$ cat src/msp_pkg.sv
// Package for the SysEx test-pattern checker.
// Holds packet codes, state widths, the phase type, the result struct and the counter step.
// No dependencies.
package msp_pkg;

    localparam int CNT_W               = 7;
    localparam int TOTAL_W             = 8;
    localparam int DEF_COUNTER_PERIOD  = 127;

    localparam logic [7:0] CODE_START  = 8'h04;
    localparam logic [7:0] CODE_END    = 8'h05;
    localparam logic [7:0] SYSEX_START = 8'hF0;
    localparam logic [7:0] SYSEX_END   = 8'hF7;

    typedef enum logic [1:0] {
        PHASE_START = 2'd0,
        PHASE_CONT  = 2'd1,
        PHASE_END   = 2'd2
    } phase_t;

    typedef struct packed {
        logic [3:0] mismatch_mask;
        logic       packet_ok;
        phase_t     phase;
        logic       pattern_done;
    } result_t;

    // Advance the pattern counter, wrapping to zero when it would reach the period.
    function automatic logic [CNT_W-1:0] next_count(
        input logic [CNT_W-1:0] c,
        input logic [CNT_W:0]   period
    );
        logic [CNT_W:0] inc;
        inc = {1'b0, c} + {{CNT_W{1'b0}}, 1'b1};
        return (inc >= period) ? '0 : inc[CNT_W-1:0];
    endfunction

endpackage

$ cat src/msp_check.sv
// Per-packet compare logic of the SysEx test-pattern checker.
// Combinational: result and next state from one packet and the current state.
// Depends on msp_pkg.
module msp_check
    import msp_pkg::*;
#(
    parameter int COUNTER_PERIOD = DEF_COUNTER_PERIOD
)
(
    input  logic [7:0]         cable_code_byte,
    input  logic [7:0]         data_byte_a,
    input  logic [7:0]         data_byte_b,
    input  logic [7:0]         data_byte_c,
    input  logic [CNT_W-1:0]   counter,
    input  logic [TOTAL_W-1:0] total,
    output result_t            result,
    output logic [CNT_W-1:0]   counter_next,
    output logic [TOTAL_W-1:0] total_next
);

    localparam logic [CNT_W:0]   PERIOD = (CNT_W+1)'(COUNTER_PERIOD);
    localparam logic [TOTAL_W-1:0] LIMIT = TOTAL_W'(2 * COUNTER_PERIOD - 1);
    localparam logic [TOTAL_W-1:0] STEP  = TOTAL_W'(3);

    logic [CNT_W-1:0] c1;
    logic [CNT_W-1:0] c2;
    logic [CNT_W-1:0] c3;
    logic             below_limit;
    logic [3:0]       mask;

    // Three successive counter values per packet
    assign c1 = next_count(counter, PERIOD);
    assign c2 = next_count(c1, PERIOD);
    assign c3 = next_count(c2, PERIOD);

    assign below_limit = (total < LIMIT);

    always_comb
    begin
        mask               = '0;
        result.phase       = PHASE_END;
        result.pattern_done = 1'b0;
        counter_next       = '0;
        total_next         = '0;

        mask[0] = below_limit ? (cable_code_byte != CODE_START)
                              : (cable_code_byte != CODE_END);

        if (total == '0)
        begin
            result.phase = PHASE_START;
            mask[1]      = (data_byte_a != SYSEX_START);
            mask[2]      = (data_byte_b != {1'b0, counter});
            mask[3]      = (data_byte_c != {1'b0, c1});
            counter_next = c2;
            total_next   = STEP;
        end
        else if (below_limit)
        begin
            result.phase = PHASE_CONT;
            mask[1]      = (data_byte_a != {1'b0, counter});
            mask[2]      = (data_byte_b != {1'b0, c1});
            mask[3]      = (data_byte_c != {1'b0, c2});
            counter_next = c3;
            total_next   = total + STEP;
        end
        else
        begin
            // End packet: only the code and F7 are checked, state returns to zero
            result.phase        = PHASE_END;
            mask[1]             = (data_byte_a != SYSEX_END);
            result.pattern_done = 1'b1;
        end

        result.mismatch_mask = mask;
        result.packet_ok     = (mask == 4'b0000);
    end

endmodule

$ cat config.mk
export PLATFORM = sky130hd
export DESIGN_NAME = msp_check
export DESIGN_NICKNAME = d
export VERILOG_FILES = /design/src/msp_pkg.sv /design/src/msp_check.sv
export SDC_FILE = /design/constraint.sdc
export NUM_CORES = 1
export LEC_CHECK = 0
export ABC_AREA = 1
export BUFFER_PORTS_ARGS = -buffer_cell sky130_fd_sc_hd__buf_4
export CORE_MARGIN = 4
export CORE_UTILIZATION = 50
export DETAILED_ROUTE_END_ITERATION = 8
export PLACE_DENSITY = 0.89
export SYNTH_ARGS = -nofsm -noshare
export SYNTH_HDL_FRONTEND = slang
export SYNTH_SLANG_ARGS = --single-unit
$ cat constraint.sdc
create_clock -name vclk -period 6
set_input_delay 0.3 -clock vclk [all_inputs]
set_output_delay 0.3 -clock vclk [all_outputs]
set_load 0.05 [all_outputs]
==> flow_summary_export.csv, run 1 <==
group,metric,value,unit
yosys,yosysWarningCount,0,
drt,dr.pass1.iters,4,
job,cap_viol_max_count,0,
final_layout,fin_util,0.719,
die,fp-row-count,20,
yosys,netlist_area,1680,um2
pwr,combPwrFrac,1.000,
worst_setup_path,crit_type,"input port to primary output",
timing,rsz0062_at_grt,"false",
yosys,syn-num-nets,359,
grt,grt_pass1_wl,8870,um
final_layout,diodes,0,
yosys,synth_top_area_frac,0.176,
drt,via_count,2143,
timing,finalMaxSlewViolations,0,
outcome,status,"complete, no violations",
final_layout,design.seq.count,0,
pwr,p_switching,145,uW
place,detailed_place_hpwl,4460,um
clocking,post-cts-setup-buffers,0,
place,numPortBuffers,70,
worst_setup_path,cp.required,5.70,ns
timing,fmaxAchievable,233,MHz
final_layout,seq_area,0,um2
worst_setup_path,max_stage_delay,0.27,ns
timing,tightest_slew,0.739,ns
final_layout,drive_above_1_share,0.303,
yosys,synth.largest_area_cell,"nand2_1",
grt,grt.total_usage,0.245,
final_layout,areaGrowthSynthToFinish,33.8,%
worst_setup_path,path_max_fanout,10,
grt,antenna_found_initial,0,
worst_setup_path,path_common_cell,"nand2_1",
pwr,p_seq_frac,0,
pwr,p_leak,0.00122,uW
clocking,cts_hold_buf,0,
clocking,postCtsResizedCells,0,
drt,wl_per_cell,12.3,um
worst_setup_path,critPathLaunchType,"input port",
drt,drc_errors,0,
yosys,synthTopCellsByArea,"nand2_1 (18%), inv_1 (10%), nand3_1 (7.4%), nor2_1 (6.9%), ha_1 (5.2%)",
yosys,synthCells,305,
pwr,vdd_drop_max,0.0508,mV
final_layout,layout.nets,429,
die,initial_core_util,0.537,
hold_path,worstHoldPathType,"input port to primary output",
timing,finalSetupTns,0,ns
pwr,netSwitchingFraction,0.634,
drt,wl,5120,um
place,dpl_worst_slack,1.70,ns
final_layout,nClkBuffers,0,
drt,drt_iter0_drc,150,
pwr,p_int,83.7,uW
timing,min_period,4.30,ns
place,place.gp.congestion,0.900,
timing,final-setup-viol-count,0,
die,boundaryPins,70,
worst_setup_path,cp_slowest_cell,"ha_1",
grt,overflow,0,
pwr,power_density,102,nW/um2
final_layout,final_common_cell,"nand2_1",
grt,grt_start_max_net_pins,13,
die,dieWidth,66.0,um
worst_setup_path,worstPathArrival,4.00,ns
yosys,synth.avg_cell_area,5.51,um2
timing,slew_headroom,0.506,
die,dieArea,4350,um2
die,fp.dieH,66.0,um
pwr,clock_power_share,0,
drt,ant_nets,0,
worst_setup_path,cp-end-kind,"primary output",
timing,fin_ws,1.70,ns
grt,grt_pass1_vias,2015,
timing,hold_viol_final,0,
yosys,ys_seq_area_frac,0,
drt,via_per_inst,5.14,
final_layout,final_cell_mix,"nand2_1 (79), buf_4 (70), inv_1 (47)",
die,core-area,3130,um2
yosys,synth.distinct_cells,36,
timing,post-route-period-util,0.717,
## logic make-up after synthesis
family / count (synthesis) / share of synthesized area
and+or+nand+nor: 182 / 0.575
buffers and inverters: 60 / 0.137
AOI/OAI and AO/OA: 39 / 0.147
xor gates and xnor gates: 17 / 0.0886
adders and majority gates: 7 / 0.0521
## cells in the mapped netlist, drive strengths merged, types with 4 or more instances
master  number
ha           7
o21ai       13
a21oi       10
xnor2       10
nand3       33
inv         56
a211oi       4
nor2        43
xor2         7
nand4       13
nand2       84
## stage by stage
step	hold WS (ns)	instances	cell area [um2]	total power, uW
finish	0.930	417	2250	229
global route	0.947	417	2250	252
CTS	0.931	417	2250	228
detailed placement	0.931	417	2250	227
global placement	0.933	417	2250	224
floorplan	0.818	305	1680	156
## path summary, 6_finish.rpt
check	startpoint	end	cells past startpoint
worst min-delay path	total[2]	total_next[2]	3
worst max-delay path	counter[0]	counter_next[0]	29
## area by class of cell
| cell class | instances | area (um2) |
|---|---|---|
| fill | 290 | 880 |
| inverter | 58 | 218 |
| tap | 44 | 55.1 |
| multi-input combinational | 245 | 1450 |
| timing repair buffer | 70 | 526 |
## power by group through the flow
stage          Clock, uW  Sequential, uW  Combinational, uW
2_1_floorplan          0               0                156
3_3_place_gp           0               0                224
3_5_place_dp           0               0                227
4_1_cts                0               0                228
5_1_grt                0               0                252
6_report               0               0                229
## per-layer routing
metal / vias to the layer above / share of wire / global-route usage / wire [um]
li1: 1129 / - / - / -
met1: 939 / 0.43 / 0.315 / 2180
met2: 69 / 0.51 / 0.466 / 2620
met3: 6 / 0.050 / 0.00510 / 257
met4: 0 / 0.012 / 0.0279 / 59
met5: - / 0 / 0 / 0
## critical path, delay by kind of cell
family                     cells  cell delay, ns
and+or+nand+nor               22            2.42
buffers and inverters          4            0.56
adders and majority gates      3            0.74
Power figures use the tool's default switching activity.
==> inputs of run 2 (changes only) <==
--- a/config.mk
+++ b/config.mk
@@ -5,12 +5,12 @@
 export SDC_FILE = /design/constraint.sdc
 export NUM_CORES = 1
 export LEC_CHECK = 0
-export ABC_AREA = 1
+export ABC_AREA = 0
 export BUFFER_PORTS_ARGS = -buffer_cell sky130_fd_sc_hd__buf_4
 export CORE_MARGIN = 4
-export CORE_UTILIZATION = 50
+export CORE_UTILIZATION = 49
 export DETAILED_ROUTE_END_ITERATION = 8
-export PLACE_DENSITY = 0.89
+export PLACE_DENSITY = 0.88
 export SYNTH_ARGS = -nofsm -noshare
 export SYNTH_HDL_FRONTEND = slang
 export SYNTH_SLANG_ARGS = --single-unit
==> constraint.sdc (replaced) <==
create_clock -name vclk -period 3.85
set_input_delay 0.1925 -clock vclk [all_inputs]
set_output_delay 0.1925 -clock vclk [all_outputs]
set_load 0.05 [all_outputs]
==> flow_summary_export.csv, run 2 <==
group,metric,value,unit
place,place_area,3320,um2
timing,worstEndpointType,"primary output",
outcome,status,"stopped before the end",
grt,overflow,459,
yosys,synth.distinct_cells,68,
yosys,synthTopCellsByArea,"xnor2_1 (8.8%), xor2_1 (6.6%), nand2_1 (4.9%), o21ai_0 (4.5%), ha_1 (4.4%)",
die,boundaryPins,70,
place,numPortBuffers,70,
place,post-place-cells,482,
yosys,syn-num-nets,354,
die,initial_core_util,0.524,
yosys,netlist_area,1990,um2
yosys,synth.top_cells.by_count,"nand2_1 (26), nor2_1 (21), xnor2_1 (20)",
die,dieWidth,71.8,um
place,detailed_place_hpwl,7650,um
yosys,synth.largest_area_cell,"xnor2_1",
die,fp.dieH,71.8,um
outcome,haltStage,"global routing (5_1_grt)",
grt,grt_start_max_net_pins,13,
yosys,synthCells,300,
yosys,ys_seq_area_frac,0,
die,fp-row-count,22,
yosys,synth_top_area_frac,0.0879,
yosys,synth.avg_cell_area,6.64,um2
yosys,yosysMostFrequentCell,"nand2_1",
yosys,yosysWarningCount,0,
outcome,error_line,"[ERROR GRT-0232] Routing congestion too high. Check the congestion heatmap in the GUI.",
grt,grt.total_usage,0.936,
place,place.gp.congestion,0.979,
timing,worst_endpoint,"counter_next[6]",
==> run 2: changes by cell type after synthesis, sizes merged, moves of 6 or more <==
cell / before / now
inv: 56 / 15
o21ai: 13 / 21
buf: 2 / 12
nand2: 84 / 26
xor2: 7 / 15
or3: 0 / 7
a31oi: 0 / 6
nor2: 43 / 21
xnor2: 10 / 20
nand3: 33 / 11
nor3: 2 / 9
nand4: 13 / 4
==> run 2: through the flow <==
step | worst slack (ns) | TNS [ns] | hold slack, ns
3_3_place_gp | -0.936 | -6.88 | 0.709
3_5_place_dp | -1.28 | -9.67 | 0.728
2_1_floorplan | -1.11 | -6.72 | 0.633
4_1_cts | -0.731 | -5.30 | 0.731
==> run 2: kinds of logic after synthesis <==
family	count (synthesis)	synth area share
compound gates	105	0.384
mux	2	0.0101
simple gates	120	0.337
xor+xnor	35	0.154
fa+ha+maj	7	0.0440
buf+inv	31	0.0716
==> run 2: what timing repair did <==
item,in CTS
hold buffers,0
setup endpoints to repair,9
gates cloned,0
resized for setup,35
setup buffers,26
pin swaps,21
==> run 2: routing by layer <==
metal	overflow	track usage
met5	0	0.0909
met1	5	0.806
met4	129	1.12
met3	3	0.696
met2	322	1.27
==> inputs of run 3 (changes only) <==
--- a/config.mk
+++ b/config.mk
@@ -8,9 +8,9 @@
 export ABC_AREA = 0
 export BUFFER_PORTS_ARGS = -buffer_cell sky130_fd_sc_hd__buf_4
 export CORE_MARGIN = 4
-export CORE_UTILIZATION = 49
+export CORE_UTILIZATION = 35
 export DETAILED_ROUTE_END_ITERATION = 8
-export PLACE_DENSITY = 0.88
+export PLACE_DENSITY_LB_ADDON = 0.15
 export SYNTH_ARGS = -nofsm -noshare
 export SYNTH_HDL_FRONTEND = slang
 export SYNTH_SLANG_ARGS = --single-unit
==> constraint.sdc (replaced) <==
create_clock -name vclk -period 5
set_input_delay 0.25 -clock vclk [all_inputs]
set_output_delay 0.25 -clock vclk [all_outputs]
set_load 0.05 [all_outputs]
==> flow_summary_export.csv, run 3 <==
group,metric,value,unit
drt,wl_per_cell,15.7,um
yosys,yosysWarningCount,0,
final_layout,seq_area,0,um2
die,dieWidth,83.4,um
grt,antenna_found_initial,0,
place,dpl_worst_slack,-0.0190,ns
yosys,synth.largest_area_cell,"xnor2_1",
die,core-area,5510,um2
drt,drt_iter0_drc,162,
worst_setup_path,cp-end-kind,"primary output",
worst_setup_path,critPathLaunch,"counter[1]",
grt,grt_pass1_wl,12000,um
final_layout,diodes,0,
pwr,finalPower,376,uW
yosys,synth_top_area_frac,0.0879,
grt,grt.total_usage,0.198,
worst_setup_path,critPathLaunchType,"input port",
final_layout,final_cell_mix,"buf_4 (117), nand2_1 (26), xnor2_1 (19)",
worst_setup_path,worstPathArrival,4.66,ns
hold_path,worstHoldStart,"total[0]",
place,place.gp.congestion,0.968,
yosys,synthCells,300,
place,detailed_place_hpwl,6150,um
die,fp-row-count,27,
timing,hold_viol_final,0,
worst_setup_path,path_max_fanout,7,
die,fp.dieH,83.4,um
timing,finalSetupTns,0,ns
place,numPortBuffers,70,
drt,via_count,2728,
final_layout,final_common_cell,"buf_4",
pwr,power_density,118,nW/um2
pwr,netSwitchingFraction,0.555,
worst_setup_path,crit_type,"input port to primary output",
pwr,combPwrFrac,1.000,
yosys,netlist_area,1990,um2
timing,fmaxAchievable,204,MHz
hold_path,worstHoldPathType,"input port to primary output",
timing,post-route-period-util,0.981,
drt,wl,7480,um
pwr,p_leak,0.00135,uW
timing,rsz0062_at_grt,"true",
hold_path,whs_path_depth,3,
timing,finalMaxSlewViolations,0,
die,boundaryPins,70,
yosys,synth.top_cells.by_count,"nand2_1 (26), nor2_1 (21), xnor2_1 (20)",
pwr,p_seq_frac,0,
hold_path,whs_endpoint,"total_next[0]",
yosys,syn-num-nets,354,
die,initial_core_util,0.362,
pwr,p_int,167,uW
worst_setup_path,cp.required,4.75,ns
die,dieArea,6960,um2
timing,final-setup-viol-count,0,
yosys,synth.avg_cell_area,6.64,um2
final_layout,fill_cells,526,
timing,min_period,4.91,ns
pwr,p_switching,209,uW
pwr,vdd_drop_max,0.0804,mV
final_layout,design.seq.count,0,
yosys,synth.distinct_cells,68,
final_layout,drive_above_1_share,0.404,
timing,slew_headroom,0.518,
outcome,status,"complete, no violations",
timing,fin_ws,0.0950,ns
drt,dr.pass1.iters,4,
final_layout,nClkBuffers,0,
final_layout,areaGrowthSynthToFinish,59.7,%
pwr,clock_power_share,0,
final_layout,fin_util,0.578,
drt,drc_errors,0,
clocking,cts_hold_buf,0,
grt,overflow,0,
final_layout,layout.nets,462,
job,cap_viol_max_count,0,
yosys,yosysMostFrequentCell,"nand2_1",
grt,grt_pass1_vias,2519,
drt,ant_nets,0,
grt,grt_start_max_net_pins,14,
yosys,ys_seq_area_frac,0,
timing,tightest_slew,0.721,ns
yosys,synthTopCellsByArea,"xnor2_1 (8.8%), xor2_1 (6.6%), nand2_1 (4.9%), o21ai_0 (4.5%), ha_1 (4.4%)",
drt,via_per_inst,5.71,
-- run 3: cell counts after synthesis --
No cell type changed its count.
-- run 3: what timing repair did --
item / 4_1_cts / 5_1_grt
gates resized for setup: 1 / 20
pin swaps: 1 / 21
setup endpoints to repair: 2 / 7
hold endpoints to repair: 0 / 0
buffers inserted: 1 / 16
-- run 3: kinds of logic (layout without fill, tap and decap cells) --
kind of cell | count (synthesis) | in the layout | synth area share
and+or+nand+nor | 120 | 120 | 0.337
AOI/OAI and AO/OA | 105 | 105 | 0.384
xor gates and xnor gates | 35 | 35 | 0.154
buffers and inverters | 31 | 137 | 0.0716
adders and majority gates | 7 | 7 | 0.0440
muxes | 2 | 2 | 0.0101
-- run 3: critical path, stage by stage --
cell      delay [ns]
buf_12          0.11
ha_4            0.16
and3b_1         0.17
a21oi_2         0.21
o22a_1          0.19
o211ai_1        0.12
inv_1           0.12
ha_4            0.18
inv_4           0.05
or4_4           0.43
and2_4          0.15
o32a_1          0.39
nand3_4         0.13
o21ai_4         0.08
nor2_4          0.16
ha_4            0.15
nand4b_1        0.14
and2_4          0.21
o41ai_4         0.21
o41ai_2         0.15
nand4_1         0.13
buf_4           0.14
nand3_4         0.08
a221oi_4        0.32
buf_6           0.19
-- run 3: layout make-up --
cell class | count | area [um2] | area share
multi-input combinational | 269 | 2090 | 0.656
timing repair buffer | 122 | 947 | 0.298
tap | 72 | 90.1 | 0.0283
inverter | 15 | 58.8 | 0.0185
-- run 3: layer usage --
layer / track usage / share of wire / vias to the layer above
li1: - / - / 1370
met1: 0.280 / 0.45 / 1261
met2: 0.339 / 0.48 / 93
met3: 0.0198 / 0.068 / 4
met4: 0.0102 / 0.0045 / 0
met5: 0 / 0 / -
-- run 3: how the worst max path moves through the flow --
stage / endpoint / slack (ns) / cells past startpoint
final: counter_next[6] / 0.09 / 25
after global routing: counter_next[6] / -0.13 / 25
after CTS: counter_next[6] / 0.02 / 24
after detailed placement: counter_next[6] / -0.02 / 25
after global placement: counter_next[6] / 0.04 / 24
after floorplan: counter_next[6] / -0.07 / 25
-- run 3: power by group through the flow --
stage | clock network, uW | logic, uW | registers (uW)
4_1_cts | 0 | 349 | 0
3_3_place_gp | 0 | 345 | 0
3_5_place_dp | 0 | 347 | 0
6_report | 0 | 376 | 0
2_1_floorplan | 0 | 226 | 0
5_1_grt | 0 | 404 | 0
-- run 3: through the flow --
step,area (um2),hold slack [ns],instances
global placement,2970,0.825,461
detailed placement,2970,0.825,461
finish,3180,0.827,478
floorplan,2190,0.772,300
global route,3180,0.853,478
CTS,2980,0.829,462
==> inputs of run 4 (changes only) <==
==> constraint.sdc (replaced) <==
create_clock -name vclk -period 4.7
set_input_delay 0.235 -clock vclk [all_inputs]
set_output_delay 0.235 -clock vclk [all_outputs]
set_load 0.05 [all_outputs]
==> flow_summary_export.csv, run 4 (synthesized netlist as in run 3, its figures left out) <==
group,metric,value,unit
outcome,status,"finished, violations left",
outcome,violations,"negative setup slack",
place,place.gp.congestion,0.903,
worst_setup_path,path_buf_inv,5,
timing,finalMaxSlewViolations,0,
pwr,power_density,128,nW/um2
pwr,finalPower,437,uW
drt,ant_nets,0,
worst_setup_path,cp_slowest_cell,"or4_4",
worst_setup_path,crit_type,"input port to primary output",
grt,antenna_found_initial,0,
timing,min_period,4.80,ns
timing,rsz0062_at_grt,"true",
final_layout,final_cell_mix,"buf_4 (133), nand2_1 (25), xnor2_1 (19)",
die,dieArea,6960,um2
timing,fmaxAchievable,208,MHz
final_layout,diodes,0,
worst_setup_path,worstPathArrival,4.57,ns
worst_setup_path,cp.required,4.47,ns
die,core-area,5510,um2
pwr,p_leak,0.00145,uW
grt,overflow,0,
place,post-place-cells,478,
grt,grt_pass1_vias,2713,
final_layout,design.seq.count,0,
place,numPortBuffers,70,
timing,fin_ws,-0.103,ns
final_layout,fin_cells,497,
worst_setup_path,cp-end-kind,"primary output",
timing,post-route-period-util,1.02,
final_layout,layout.nets,481,
grt,grt.total_usage,0.216,
worst_setup_path,path_max_fanout,5,
worst_setup_path,path_common_cell,"ha_4",
drt,drc_errors,0,
worst_setup_path,crit_family,"simple AND/OR/NAND/NOR gates",
timing,slew_headroom,0.569,
drt,dr.pass1.iters,4,
die,fp-row-count,27,
final_layout,seq_area,0,um2
pwr,vdd_drop_max,0.0935,mV
grt,grt_start_max_net_pins,13,
drt,drt_iter0_drc,173,
hold_path,worstHoldPathType,"input port to primary output",
timing,tightest_slew,0.640,ns
grt,grt_pass1_wl,12900,um
drt,via_count,2867,
die,fp.dieH,83.4,um
place,detailed_place_hpwl,6490,um
timing,final-setup-viol-count,4,
drt,via_per_inst,5.77,
final_layout,areaGrowthSynthToFinish,71.3,%
final_layout,drive_above_1_share,0.447,
worst_setup_path,critPathLaunchType,"input port",
drt,wl,8120,um
die,boundaryPins,70,
job,cap_viol_max_count,0,
die,dieWidth,83.4,um
timing,hold_viol_final,0,
worst_setup_path,max_stage_delay,0.47,ns
clocking,cts_hold_buf,0,
drt,wl_per_cell,16.3,um
die,initial_core_util,0.362,
final_layout,nClkBuffers,0,
final_layout,final_common_cell,"buf_4",
worst_setup_path,cp_cell_sequence,"buf_12, ha_4, inv_2, or4_4, and2_4, o211ai_1, inv_1, ha_4, inv_4, xnor2_2, nand4b_1, a211oi_2, nand3_4, o21ai_4, nor2_4, ha_4, and4b_1, nor3_2, o2111ai_2, mux2i_2, nand4_1, a32o_2, buf_8",
place,dpl_worst_slack,-0.351,ns
run 4: layout make-up:
type / instances / area (um2)
Fill cell: 478 / 2090
Timing Repair Buffer: 141 / 1110
Tap cell: 72 / 90.1
Inverter: 15 / 66.3
Multi-Input combinational cell: 269 / 2150
run 4: timing repair:
item | CTS | global route
pin swaps | 21 | 5
gates resized for setup | 18 | 14
hold endpoints to repair | 0 | 0
buffers inserted | 15 | 4
endpoints found under the setup margin | 7 | 7
run 4: stage by stage:
step / TNS, ns / util / instance area, um2 / hold WS [ns]
after global routing: -1.60 / 0.620 / 3410 / 0.816
after detailed placement: -2.19 / 0.566 / 3110 / 0.794
after CTS: -0.0157 / 0.600 / 3300 / 0.797
final: -0.302 / 0.620 / 3410 / 0.797
after floorplan: -1.23 / - / 2210 / 0.742
after global placement: -1.64 / 0.566 / 3110 / 0.794
run 4: where the power goes:
part / total [uW] / internal [uW] / switching [uW]
clock network: 0 / 0 / 0
registers: 0 / 0 / 0
logic: 437 / 201 / 236
total: 437 / 201 / 236
run 4: final timing paths:
kind / start / to / slack (ns) / cells past startpoint
max: counter[0] / counter_next[1] / -0.10 / 23
min: total[0] / total_next[0] / 0.80 / 3
run 4: tightest hold or removal path, stage by stage:
cell and delay, ns:
buf_4 0.09, a21oi_1 0.05, buf_4 0.18
run 4: layer usage:
metal,share of wire,global-route usage,vias up
met3,0.068,0.0179,18
met1,0.44,0.290,1329
met4,0.021,0.0439,0
met5,0,0,-
met2,0.47,0.375,114
li1,-,-,1406
